[config.mk]
export PLATFORM = sky130hd
export DESIGN_NAME = mfq_cmd_fifo
export DESIGN_NICKNAME = d
export VERILOG_FILES = /design/src/hw/rtl/mfq_pkg.sv /design/src/hw/rtl/mfq_cmd_fifo.sv
export SDC_FILE = /design/constraint.sdc
export NUM_CORES = 1
export LEC_CHECK = 0
export ABC_AREA = 0
export BUFFER_PORTS_ARGS = -buffer_cell sky130_fd_sc_hd__buf_2
export CAP_MARGIN = 30
export CORE_UTILIZATION = 49
export CTS_CLUSTER_DIAMETER = 80
export CTS_CLUSTER_SIZE = 40
export DETAILED_ROUTE_END_ITERATION = 7
export GPL_TIMING_DRIVEN = 0
export PLACE_DENSITY = 0.82
export SLEW_MARGIN = 20
export SYNTH_ARGS = -nofsm -noshare
export SYNTH_HDL_FRONTEND = slang
export SYNTH_SLANG_ARGS = --single-unit
export TNS_END_PERCENT = 100
[constraint.sdc]
create_clock -name clk_i -period 4.2 [get_ports clk_i]
set_input_delay 0.63 -clock clk_i [delete_from_list [all_inputs] [get_ports clk_i]]
set_output_delay 0.63 -clock clk_i [all_outputs]
set_load 0.03 [all_outputs]
[src/hw/rtl/mfq_pkg.sv]
// Package with the shared types and constants of the multilevel feedback queue scheduler.
`default_nettype none

package mfq_pkg;

  localparam int KIND_W  = 3;
  localparam int PID_W   = 6;
  localparam int TICK_W  = 32;
  localparam int LVL_W   = 3;
  localparam int STAT_W  = 2;
  localparam int LIMIT_W = 16;

  localparam logic [LIMIT_W-1:0] AGING_RESET = 16'd30;

  localparam logic [KIND_W-1:0] KIND_ADMIT  = 3'd0;
  localparam logic [KIND_W-1:0] KIND_WAKE   = 3'd1;
  localparam logic [KIND_W-1:0] KIND_PICK   = 3'd2;
  localparam logic [KIND_W-1:0] KIND_RETURN = 3'd3;
  localparam logic [KIND_W-1:0] KIND_REMOVE = 3'd4;

  localparam logic [STAT_W-1:0] STAT_OK        = 2'd0;
  localparam logic [STAT_W-1:0] STAT_DUP       = 2'd1;
  localparam logic [STAT_W-1:0] STAT_NOT_FOUND = 2'd2;
  localparam logic [STAT_W-1:0] STAT_EMPTY     = 2'd3;

  typedef enum logic [2:0] {
    OP_ADMIT,
    OP_WAKE,
    OP_PICK,
    OP_RETURN,
    OP_REMOVE,
    OP_IGNORE,
    OP_BAD_PID
  } op_e;

  typedef struct packed {
    op_e               op;
    logic [PID_W-1:0]  pid;
    logic [TICK_W-1:0] now;
    logic              demote;
  } cmd_t;

  typedef enum logic [2:0] {
    S_IDLE,
    S_LOOKUP,
    S_SCAN,
    S_SELECT,
    S_DONE
  } state_e;

  typedef enum logic [1:0] {
    SCAN_AGE,
    SCAN_HEAD,
    SCAN_DROP_PID
  } scan_e;

endpackage

`default_nettype wire

[src/hw/rtl/mfq_cmd_fifo.sv]
// Two-entry command queue between the front end and the back end.
`default_nettype none

module mfq_cmd_fifo (
  input  logic          clk_i,
  input  logic          rst_ni,
  input  logic          push_i,
  input  mfq_pkg::cmd_t cmd_i,
  output logic          full_o,
  input  logic          pop_i,
  output mfq_pkg::cmd_t cmd_o,
  output logic          empty_o
);
  import mfq_pkg::*;

  cmd_t       entry_q [2];
  logic       wptr_q, wptr_d;
  logic       rptr_q, rptr_d;
  logic [1:0] count_q, count_d;

  assign full_o  = (count_q == 2'd2);
  assign empty_o = (count_q == 2'd0);
  assign cmd_o   = entry_q[rptr_q];

  always_comb begin
    wptr_d  = push_i ? !wptr_q : wptr_q;
    rptr_d  = pop_i ? !rptr_q : rptr_q;
    count_d = count_q + 2'(push_i) - 2'(pop_i);
  end

  always_ff @(posedge clk_i or negedge rst_ni) begin
    if (!rst_ni) begin
      wptr_q  <= 1'b0;
      rptr_q  <= 1'b0;
      count_q <= 2'd0;
    end else begin
      wptr_q  <= wptr_d;
      rptr_q  <= rptr_d;
      count_q <= count_d;
    end
  end

  always_ff @(posedge clk_i) begin
    if (push_i) begin
      entry_q[wptr_q] <= cmd_i;
    end
  end

endmodule

`default_nettype wire

* After elaboration in Yosys (flattened, before gate mapping)
Memories as Yosys holds them, arrays and structs flattened. Cells that the tools add are included.
Word-level totals: flip-flop bits (word level) 4, bits in writable memories 84, output and inout port bits 44, memories kept 1
Memory list:
- entry_q | words 2, width 42, rd ports 1, clocked after memory_dff 0, write ports 1, RTL line mfq_cmd_fifo.sv:16 | cmd_t entry_q [2];
Cells by class: add/sub/neg operators 2, eq/ne operators 1, multiplexer cells 2, reduce and logical (&&, ||, !) cells 3
Operators by type and width (number):
- adder 2 x 1 -> 2 bit | 1
- equality test 2 bit, second input constant | 1
- logical NOT 1 bit | 2
- logical NOT 2 bit | 1
- two-way mux 1 bit | 2
- subtractor 2 x 1 -> 2 bit | 1

* Logic depth before layout (Yosys ltp)
Gate-level depths: netlist of the first run.
word-level depth 2, mapped depth 5

* Worst setup path after synthesis of the first run
No wires, ideal clock.
path kind input -> register, start point input push_i, end point memory entry_q[0][0] in the netlist's numbering (enable), arrival 2.505 ns, path slack 1.249 ns, cell stages on the path 1, buffers on the path 0, cell sequence nor2b_1
On the way: cells in the longest elaborated chain, start to end 2
RTL lines:
- start, declared | RTL line mfq_cmd_fifo.sv:7 | input logic push_i,
- two-way mux 1 bit | RTL line mfq_cmd_fifo.sv:44 | if (push_i) begin
- two-way mux 1 bit (not written as such) | RTL line mfq_cmd_fifo.sv:45 | entry_q[wptr_q] <= cmd_i;
- end, declared | RTL line mfq_cmd_fifo.sv:16
Every way passes these cells.

==> metrics.md, run 1 <==
| Metric | Value |
|---|---|
| Clk Latency, worst-skew pair | `0.34 ns` |
| Worst setup margin | `2.08 ns` |
| N_diodes | `0` |
| Worst slack at placement | `around 2.3 ns` |
| Clk network pwr share | `between 10% and 20%` |
| TritonCTS clock tree | `yes` |
| DRC viols | `0` |
| Design Area, Final | `about 4300 sq um` |
| Crit Path Class | `register to primary output` |
| Area post-placement | `4090 sq um` |
| Net Sw Frac | `34.1%` |
| Mapped Area | `between 3000 and 4000 sq um` |
| Final Max Slew Viols | `0` |
| Hold Worst Slack | `0.0851 ns` |
| Hold Buf Count CTS | `0` |
| CP Max Fanout | `10` |
| Psw | `roughly 1.0 mW` |
| Status | `finished, final reports clean` |
| Vias per cell | `about 4.6` |
| Pint | `between 2 and 2.5 mW` |
| IO Port Bufs | `89` |
| Seq pwr share | `~40%` |
| Initial antenna violation count | `0` |
| Combinational Power Share | `a little over two fifths` |
| Tightest Hold Check Type | `input pin to async pin` |
| Final RePlAce weighted congestion | `roughly 0.65` |
| Post-CTS Setup Inserts | `0` |
| H-tree lvl count | `3` |
| Routed WL | `a little under 5 mm` |
| Cell Chain, Critical Path | `buf_6 -> buf_12 -> mux2_4 -> buf_2` |
| Post-route setup TNS | `0 ns` |
| Drt pass-1 iters | `4` |
| Ys Warns | `0` |
| Overflow after GRT | `0` |
| CP startpoint kind | `register` |
| Vias in the first global route | `~1,600` |
| Total GRT Usage | `14.8%` |
| Fmax | `~0.47 GHz` |
| Clock Skews | `between 0.009 and 0.01 ns` |
| Worst slew margin | `between 50% and 60%` |
| Layout cells sized above 1 | `between 60% and 70%` |
| Area of the core | `slightly below 7000 sq um` |
| Setup violators final | `0` |
| Largest net degree at the start of global routing | `28` |
| Final #Nets | `between 200 and 300` |
| Post-DP HPWL | `roughly 3.4 mm` |
| Final critical-path required period | `2.12 ns` |
| Reg clk slew, reported paths | `around 0.07 ns` |
| Die ar. | `7340 sq um` |
| IR drop worst, VDD | `roughly 340 uV` |
| CP max stage delay | `0.37 ns` |
| Least-Margin Pin Slew | `0.713 ns` |
| Syn Nets | `194` |
| Placed Cells | `about 330` |
| Slowest stage cell, crit path | `dfrtp_1` |
| Yosys cell types | `13` |
| Root buf cell | `clkbuf_8` |
| Vert. Die Dim | `roughly 86 um` |
| RSZ-0062 raised after global routing | `no` |
| Initial drt markers | `52` |
| Rows | `30` |
| Post_cts resized | `0` |
| Max Buffers Root-to-Sink | `2` |
| First-pass GRT wire length | `7.79 mm` |
| Max Cap Viol | `0` |
| WP data required | `~3.6 ns` |
| DR WL/cell | `14.2 um` |
| Leakage power | `about 1.8 nW` |
| Post-synthesis sequential area ratio | `between 70 and 80%` |
| Clock sink count | `roughly 90` |
| Die width | `between 80 and 90 um` |
| Antenna Violating Nets Remaining | `0` |
| CP top delay family | `buffers and inverters` |
| Fillers | `approximately 490` |
| Arr. time, crit path | `~1.5 ns` |
| Syn Inst Count | `around 150` |
| Vias | `~1,600` |
| Endpoints failing hold | `0` |
| Ratio of final minimum period to clock period | `50.5%` |
| Register bit total from synthesis | `88` |
| PwrDens | `between 700 and 800 nW/um^2` |
| Crit. End Element | `primary output` |
| Worst Path Buf+Inv | `3` |
| CTS buffer count | `9` |
| Final Non-Filler Cells | `350` |
| Io pins | `90` |
| Starting density of the core | `50.5%` |
| Mean Syn Cell Area | `23.5 sq um` |
| Syn-to-layout area delta | `24.6%` |
## final timing paths
path / endpoint / slack, ns / start / cells after the start
max in group asynchronous: rptr_q / 4.00 / rst_ni / 1
worst max-delay path: cmd_o[23] / 2.08 / rptr_q / 4
min in group clk_i: entry_q[1][25] / 0.47 / cmd_i[25] / 1
worst min register to register: wptr_q / 0.54 / wptr_q / 1
worst min-delay path: count_q[0] / 0.09 / rst_ni / 1
worst max register to register: entry_q[1][35] / 2.60 / wptr_q / 2
## layout make-up
| type | instances | area, sq um | area share [%] |
|---|---|---|---|
| Sequential cell | 88 | 2620 | 61.4 |
| Timing Repair Buffer | 92 | 528 | 12.4 |
| Buffer | 5 | 91.3 | 2.14 |
| Clock inverter | 6 | 60.1 | 1.41 |
| Tap cell | 96 | 120 | 2.81 |
| Clock buffer | 10 | 128 | 2.99 |
| Inverter | 2 | 7.51 | 0.176 |
| Multi-Input combinational cell | 51 | 717 | 16.8 |
## cell usage after synthesis
master	instances	area, sq um
edfxtp_1	84	2520
mux2_4	39	586
buf_12	4	80.1
dfrtp_1	4	100
mux2_2	3	33.8
ha_1	2	25.0
inv_1	2	7.51
nor2b_1	2	12.5
xor2_1	2	17.5
and2_1	1	6.26
buf_6	1	11.3
nor2_1	1	3.75
xor3_1	1	23.8
## per-layer routing
| layer | vias up | wire, um | track usage [%] |
|---|---|---|---|
| li1 | 780 | - | - |
| met1 | 775 | 2110 | 17.5 |
| met2 | 60 | 2520 | 25.1 |
| met3 | 10 | 221 | 3.75 |
| met4 | 0 | 110 | 8.18 |
| met5 | - | 0 | 0 |
## metrics by stage
step                util (%)  power (mW)
floorplan                  -        2.23
global placement        58.8        2.49
detailed placement      60.1        2.55
CTS                     62.9        3.09
global route            62.9        3.20
finish                  62.9        3.05
## power by group through the flow
stage	registers (mW)	clock network (mW)	logic [mW]
floorplan	1.23	0	0.995
global placement	1.24	0	1.25
detailed placement	1.24	0	1.31
CTS	1.22	0.562	1.31
global route	1.23	0.596	1.37
finish	1.22	0.545	1.29
## worst reg2reg max path, stage by stage (launching register included)
cell     delay (ns)
dfrtp_1        0.42
and2_2         0.65
buf_16         0.24
## cell usage in the layout, fill, tap and decap left out
| cell type | n |
|---|---|
| and2_2 | 1 |
| buf_12 | 4 |
| buf_16 | 3 |
| buf_2 | 89 |
| buf_6 | 1 |
| bufinv_16 | 1 |
| clkbuf_1 | 1 |
| clkbuf_8 | 9 |
| clkinv_1 | 2 |
| clkinv_2 | 1 |
| clkinv_4 | 2 |
| dfrtp_1 | 4 |
| edfxtp_1 | 84 |
| ha_1 | 2 |
| inv_1 | 2 |
| mux2_2 | 3 |
| mux2_4 | 39 |
| nor2_1 | 1 |
| nor2b_1 | 1 |
| nor2b_4 | 1 |
| xor2_1 | 2 |
| xor3_1 | 1 |
## sequential cells by signal, summed over array words and instances, names as in the netlist
| signal | count |
|---|---|
| count_q | 2 |
| entry_q | 84 |
| rptr_q | 1 |
| wptr_q | 1 |
## kinds of logic (layout without fill, tap and decap cells)
group / Yosys count / in the layout / share of synthesized area [%]
xor gates and xnor gates: 3 / 3 / 1.20
muxes: 42 / 42 / 18.1
and+or+nand+nor: 4 / 4 / 0.657
DFF: 88 / 88 / 76.5
adders and majority gates: 2 / 2 / 0.730
buffers and inverters: 7 / 115 / 2.88
Power figures use the tool's default switching activity.
==> inputs of run 2 (changes only) <==
- CORE_UTILIZATION: 49 -> 47
- clock period: 4.2 -> 1.9 ns (I/O delays scaled with it)
==> run 2 against run 1 <==
Final cell count is the same. Sequential power grew 120%. Core utilization shrank 1.6 points. Combinational power grew 120%. Count of clock-buffer cells in the layout shrank 1. Critical path depth is the same. First-iteration DRC count grew 62%. Critical endpoint is now cmd_o[14]. Largest cell class unchanged.
==> metrics.md, run 2 (synthesis results as in run 1) <==
| Metric | Value |
|---|---|
| Status | `finished, final reports clean (unchanged)` |
| Least-Margin Pin Slew | `0.638 ns (was 0.713 ns)` |
| Vias | `1,651 (was 1,625)` |
| Arr. time, crit path | `1.49 ns (about the same)` |
| Setup violators final | `0 (unchanged)` |
| Final critical-path required period | `~1.8 ns` |
| Post_cts resized | `0 (unchanged)` |
| Endpoints failing hold | `0 (unchanged)` |
| Worst setup margin | `0.123 ns (was 2.08 ns)` |
| Io pins | `90 (unchanged)` |
| Root buf cell | `clkbuf_8 (unchanged)` |
| Post-CTS Setup Inserts | `0 (unchanged)` |
| Die width | `87.4 um (was 85.7 um)` |
| Tightest Hold Check Type | `input pin to register (was input pin to async pin)` |
| CP Max Fanout | `10 (unchanged)` |
| PwrDens | `1560 nW/um^2 (was 715 nW/um^2)` |
| Rows | `30 (unchanged)` |
| Most common cell after layout, fill and taps aside | `buf_2 (unchanged)` |
| Final RePlAce weighted congestion | `0.702 (was 0.648)` |
| Final Non-Filler Cells | `350 (unchanged)` |
| Fillers | `538 (was 489)` |
| IO Port Bufs | `89 (unchanged)` |
| Vias per cell | `4.72 (was 4.64)` |
| Routed WL | `5.36 mm (was 4.96 mm)` |
| Largest registers | `entry_q (84), count_q (2) (unchanged)` |
| Vias in the first global route | `1,705 (was 1,604)` |
| Die ar. | `7640 sq um (was 7340 sq um)` |
| Worst slew margin | `57.3% (was 52.5%)` |
| Starting density of the core | `49.7% (was 50.5%)` |
| Leakage power | `1.74 nW (was 1.76 nW)` |
| Clock Skews | `0.00780 ns (was 0.00994 ns)` |
| Most flop-heavy register | `entry_q (unchanged)` |
| Worst slack at placement | `0.327 ns (was 2.26 ns)` |
| Syn-to-layout area delta | `23.4% (was 24.6%)` |
| Antenna Violating Nets Remaining | `0 (unchanged)` |
| Largest net degree at the start of global routing | `29 (was 28)` |
| Max Cap Viol | `0 (unchanged)` |
| Fmax | `~0.56 GHz` |
| WP data required | `1.62 ns (was 3.57 ns)` |
| Initial drt markers | `84 (was 52)` |
| Drt pass-1 iters | `4 (unchanged)` |
| CTS buffer count | `9 (unchanged)` |
| Final Max Slew Viols | `0 (unchanged)` |
| Hold Buf Count CTS | `1 (was 0)` |
| Commonest cells after routing, fill and taps aside | `buf_2 (89), edfxtp_1 (84), mux2_4 (39), clkbuf_8 (9), buf_12 (5) (was buf_2 (89), edfxtp_1 (84), mux2_4 (39), clkbuf_8 (9))` |
| Crit. End Element | `primary output (unchanged)` |
| Max reg flops | `84 (unchanged)` |
| Reg clk slew, reported paths | `0.09 ns (was 0.07 ns)` |
| Placed Cells | `333 (was 334)` |
| TritonCTS clock tree | `yes (unchanged)` |
| Crit Path Class | `register to primary output (unchanged)` |
| Max Buffers Root-to-Sink | `2 (unchanged)` |
| DR WL/cell | `15.3 um (was 14.2 um)` |
| Final #Nets | `297 (unchanged)` |
| IR drop worst, VDD | `719 uV (was 338 uV)` |
| Area of the core | `6910 sq um (was 6790 sq um)` |
| N_diodes | `0 (unchanged)` |
| Layout cells sized above 1 | `60.6% (unchanged)` |
| First-pass GRT wire length | `8.22 mm (was 7.79 mm)` |
| H-tree lvl count | `3 (unchanged)` |
| Vert. Die Dim | `87.4 um (was 85.7 um)` |
| CP startpoint kind | `register (unchanged)` |
| Total GRT Usage | `15.2% (was 14.8%)` |
| RSZ-0062 raised after global routing | `no (unchanged)` |
| R2r setup slk | `0.37 ns (was 2.60 ns)` |
| Clock sink count | `88 (unchanged)` |
| Initial antenna violation count | `0 (unchanged)` |
| Post-DP HPWL | `3.81 mm (was 3.40 mm)` |
| DRC viols | `0 (unchanged)` |
| Overflow after GRT | `0 (unchanged)` |
| Ratio of final minimum period to clock period | `~94%` |
| Clk Latency, worst-skew pair | `0.34 ns (about the same)` |
## run 2: changes by cell type in the layout (fill, tap and decap cells not counted), sizes merged
| cell | delta |
|---|---|
| buf | -1 |
| inv | +2 |
| dlygate4sd3 | +1 |
| bufinv | -1 |
| clkinv | -1 |
| clkbuf | -1 |
| clkinvlp | +1 |
## run 2: area by class of cell
type | instances | area (sq um) | share of cell area (%)
Timing Repair Buffer | 92 | 503 | 11.9
Sequential cell | 88 | 2620 | 62.0
Clock buffer | 9 | 124 | 2.93
Buffer | 5 | 91.3 | 2.16
Multi-Input combinational cell | 51 | 717 | 16.9
Inverter | 2 | 7.51 | 0.177
Tap cell | 96 | 120 | 2.84
Clock inverter | 7 | 46.3 | 1.09
## run 2: final timing paths
kind	from	to	cells after the start
hold reg to reg	wptr_q	wptr_q	1
setup reg to reg	wptr_q	entry_q[0][19]	2
setup / recovery	rptr_q	cmd_o[14]	4
max in group asynchronous	rst_ni	rptr_q	2
min in group asynchronous	rst_ni	count_q[1]	2
hold / removal	cmd_i[8]	entry_q[0][8]	1
## run 2: metal layers
| layer | global-route usage [%] | up-vias | wire (um) | part of all wire, % |
|---|---|---|---|---|
| met4 | 9.54 | 0 | 168 | 3.1 |
| met1 | 17.2 | 805 | 2150 | 40 |
| met2 | 25.1 | 55 | 2720 | 51 |
| met3 | 5.02 | 13 | 323 | 6.0 |
| li1 | - | 778 | - | - |
| met5 | 0 | - | 0 | 0 |
## run 2: critical path, stage by stage, from the launching register on
cell,delay (ns)
dfrtp_1,0.38
buf_6,0.15
buf_12,0.15
mux2_4,0.29
buf_2,0.18
## run 2: where the power goes
group | leakage (nW) | switching, mW | internal, mW
sequential | 0.835 | 0.114 | 2.58
combinational | 0.817 | 1.59 | 1.23
clock | 0.0851 | 0.626 | 0.475
total | 1.74 | 2.33 | 4.28
## run 2: per-stage QoR
step	utilization (%)	cell area, sq um	total power [mW]	setup TNS, ns	hold slack, ns
after floorplan	-	3440	4.92	0	-0.0106
after global placement	58.0	4000	5.49	-19.54	0.0931
after detailed placement	58.7	4050	5.61	0	0.0947
after CTS	61.3	4230	6.71	0	0.108
after global routing	61.3	4230	6.94	0	0.102
final	61.3	4230	6.61	0	0.127
==> inputs of run 3 (changes only) <==
- CORE_MARGIN: not set -> 8
- MAX_ROUTING_LAYER: not set -> met4
==> run 3 against run 2 <==
Final area rose by 1.2%. Hold slack worse by 0.0065 ns. Critical path depth stayed put. Count of clock-buffer cells in the layout unchanged. Routed wire length up 10%. Global-route usage shrank 2.9 points. Power increased by 4.8%. Register-to-register slack gained 0.06 ns. Sequential power about the same. Non-clock buffer count is the same. Setup slack worse by 0.012 ns. Final cell count rose by 0.86%. Critical path type unchanged. Largest power group unchanged. Highest routed layer unchanged.
==> metrics.md, run 3 (synthesis results as in run 1) <==
| Metric | Value |
|---|---|
| Most common cell after layout, fill and taps aside | `buf_2 (unchanged)` |
| Vias per cell | `4.56 (was 4.72)` |
| Clock Skews | `0.00847 ns (was 0.00780 ns)` |
| Fillers | `535 (was 538)` |
| Most flop-heavy register | `entry_q (unchanged)` |
| Area of the core | `7180 sq um (was 6910 sq um)` |
| Commonest cells after routing, fill and taps aside | `buf_2 (89), edfxtp_1 (84), mux2_4 (39), clkbuf_8 (9), buf_12 (6) (was buf_2 (89), edfxtp_1 (84), mux2_4 (39), clkbuf_8 (9), buf_12 (5))` |
| Initial antenna violation count | `0 (unchanged)` |
| CP Max Fanout | `10 (unchanged)` |
| First-pass GRT wire length | `9.09 mm (was 8.22 mm)` |
| Area post-placement | `4050 sq um (about the same)` |
| GR Layer Usage met3 | `3.92% (was 5.02%)` |
| Worst setup margin | `0.112 ns (was 0.123 ns)` |
| WP data required | `1.62 ns (about the same)` |
| Worst slew margin | `65.1% (was 57.3%)` |
| Crit. End Element | `primary output (unchanged)` |
| Max Cap Viol | `0 (unchanged)` |
| Ratio of final minimum period to clock period | `94.1% (was 93.5%)` |
| Routed WL | `5.89 mm (was 5.36 mm)` |
| PwrDens | `1620 nW/um^2 (was 1560 nW/um^2)` |
| Most used routing layer | `met2 (unchanged)` |
| Post_cts resized | `0 (unchanged)` |
| Endpoints failing hold | `0 (unchanged)` |
| H-tree lvl count | `3 (unchanged)` |
| Largest registers | `entry_q (84), count_q (2) (unchanged)` |
| Syn-to-layout area delta | `24.8% (was 23.4%)` |
| Setup violators final | `0 (unchanged)` |
| Grt met2 use | `20.8% (was 25.1%)` |
| Least-Margin Pin Slew | `0.522 ns (was 0.638 ns)` |
| DRC viols | `0 (unchanged)` |
| Layout cells sized above 1 | `61.4% (was 60.6%)` |
| Arr. time, crit path | `1.50 ns (was 1.49 ns)` |
| Design Area, Final | `4280 sq um (was 4230 sq um)` |
| Starting density of the core | `47.8% (was 49.7%)` |
| Reg clk slew, reported paths | `0.09 ns (about the same)` |
| Max reg flops | `84 (unchanged)` |
| Root buf cell | `clkbuf_8 (unchanged)` |
| Crit Path Class | `register to primary output (unchanged)` |
| Initial drt markers | `73 (was 84)` |
| Clk Latency, worst-skew pair | `0.35 ns (was 0.34 ns)` |
| GR Layer Usage met1 | `13.1% (was 17.2%)` |
| Total Power | `6.93 mW (was 6.61 mW)` |
| Max Buffers Root-to-Sink | `2 (unchanged)` |
| Worst slack at placement | `0.387 ns (was 0.327 ns)` |
| IR drop worst, VDD | `775 uV (was 719 uV)` |
| Rows | `31 (was 30)` |
| RSZ-0062 raised after global routing | `no (unchanged)` |
| Leakage power | `1.76 nW (was 1.74 nW)` |
| Io pins | `90 (unchanged)` |
| Drt pass-1 iters | `4 (unchanged)` |
| Antenna Violating Nets Remaining | `0 (unchanged)` |
| Post-CTS Setup Inserts | `0 (unchanged)` |
| TritonCTS clock tree | `yes (unchanged)` |
| Die ar. | `10,300 sq um (was 7640 sq um)` |
| Largest net degree at the start of global routing | `28 (was 29)` |
| Vias in the first global route | `1,804 (was 1,705)` |
| Tightest Hold Check Type | `input pin to register (unchanged)` |
| DR WL/cell | `16.7 um (was 15.3 um)` |
| Status | `finished, final reports clean (unchanged)` |
| N_diodes | `0 (unchanged)` |
| Vert. Die Dim | `101 um (was 87.4 um)` |
| CTS buffer count | `9 (unchanged)` |
| Die width | `101 um (was 87.4 um)` |
| Vias | `1,611 (was 1,651)` |
| Post-layout util | `59.7% (was 61.3%)` |
| Total GRT Usage | `12.4% (was 15.2%)` |
| Final RePlAce weighted congestion | `0.665 (was 0.702)` |
| Final #Nets | `297 (unchanged)` |
| CP startpoint kind | `register (unchanged)` |
| Final Max Slew Viols | `0 (unchanged)` |
| Fmax | `0.559 GHz (was 0.563 GHz)` |
| Final critical-path required period | `1.79 ns (was 1.78 ns)` |
| Overflow after GRT | `0 (unchanged)` |
| Clock sink count | `88 (unchanged)` |
| IO Port Bufs | `89 (unchanged)` |
| Post-DP HPWL | `4.33 mm (was 3.81 mm)` |
## run 3: changes by cell type in the layout (fill, tap and decap cells not counted), sizes merged
cell      change
clkinv        -2
bufinv        +2
inv           +1
clkinvlp      -1
## run 3: final cells by class
type                       instances  area, sq um  share of cell area, %
sequential                        88         2620                   61.3
tap                               99          124                   2.89
clock inverter                     7          100                   2.34
clock buffer                       9          124                   2.89
multi-input combinational         51          717                   16.7
timing repair buffer              92          495                   11.6
inverter                           2         7.51                  0.175
buffer                             5         91.3                   2.13
## run 3: power by group
part	switching, mW	internal [mW]	leakage [nW]
Clock	0.647	0.754	0.115
Sequential	0.118	2.58	0.835
Combinational	1.61	1.22	0.814
## run 3: final timing paths
| path | cells past startpoint | startpoint | end | slack (ns) |
|---|---|---|---|---|
| setup / recovery | 4 | rptr_q | cmd_o[23] | 0.11 |
| hold / removal | 1 | cmd_i[10] | entry_q[0][10] | 0.12 |
| setup reg to reg | 2 | wptr_q | entry_q[0][18] | 0.43 |
| hold reg to reg | 1 | wptr_q | wptr_q | 0.57 |
| max in group asynchronous | 2 | rst_ni | count_q[0] | 1.49 |
| min in group asynchronous | 2 | rst_ni | count_q[1] | 0.28 |
## run 3: layer usage
| layer | part of all wire (%) | vias to the layer above | wire [um] |
|---|---|---|---|
| met2 | 52 | 59 | 3040 |
| met1 | 40 | 774 | 2360 |
| met5 | 0 | - | 0 |
| li1 | - | 773 | - |
| met4 | 1.5 | 0 | 87 |
| met3 | 7.0 | 5 | 411 |
## run 3: worst max-delay path, stage by stage (launching register included)
cell and delay, ns:
dfrtp_1 0.38, buf_6 0.15, buf_12 0.15, mux2_4 0.30
buf_2 0.18
## run 3: through the flow
step	setup TNS [ns]	cells	hold WS (ns)
floorplan	0	146	-0.0106
CTS	0	353	0.0995
global route	0	353	0.0930
global placement	-18.53	334	0.0924
finish	0	353	0.120
detailed placement	0	336	0.0962
## run 3: timing repair
item | CTS | global route
hold endpoints to repair | 4 | 0
setup endpoints to repair | 0 | 0
hold buffers | 1 | 0
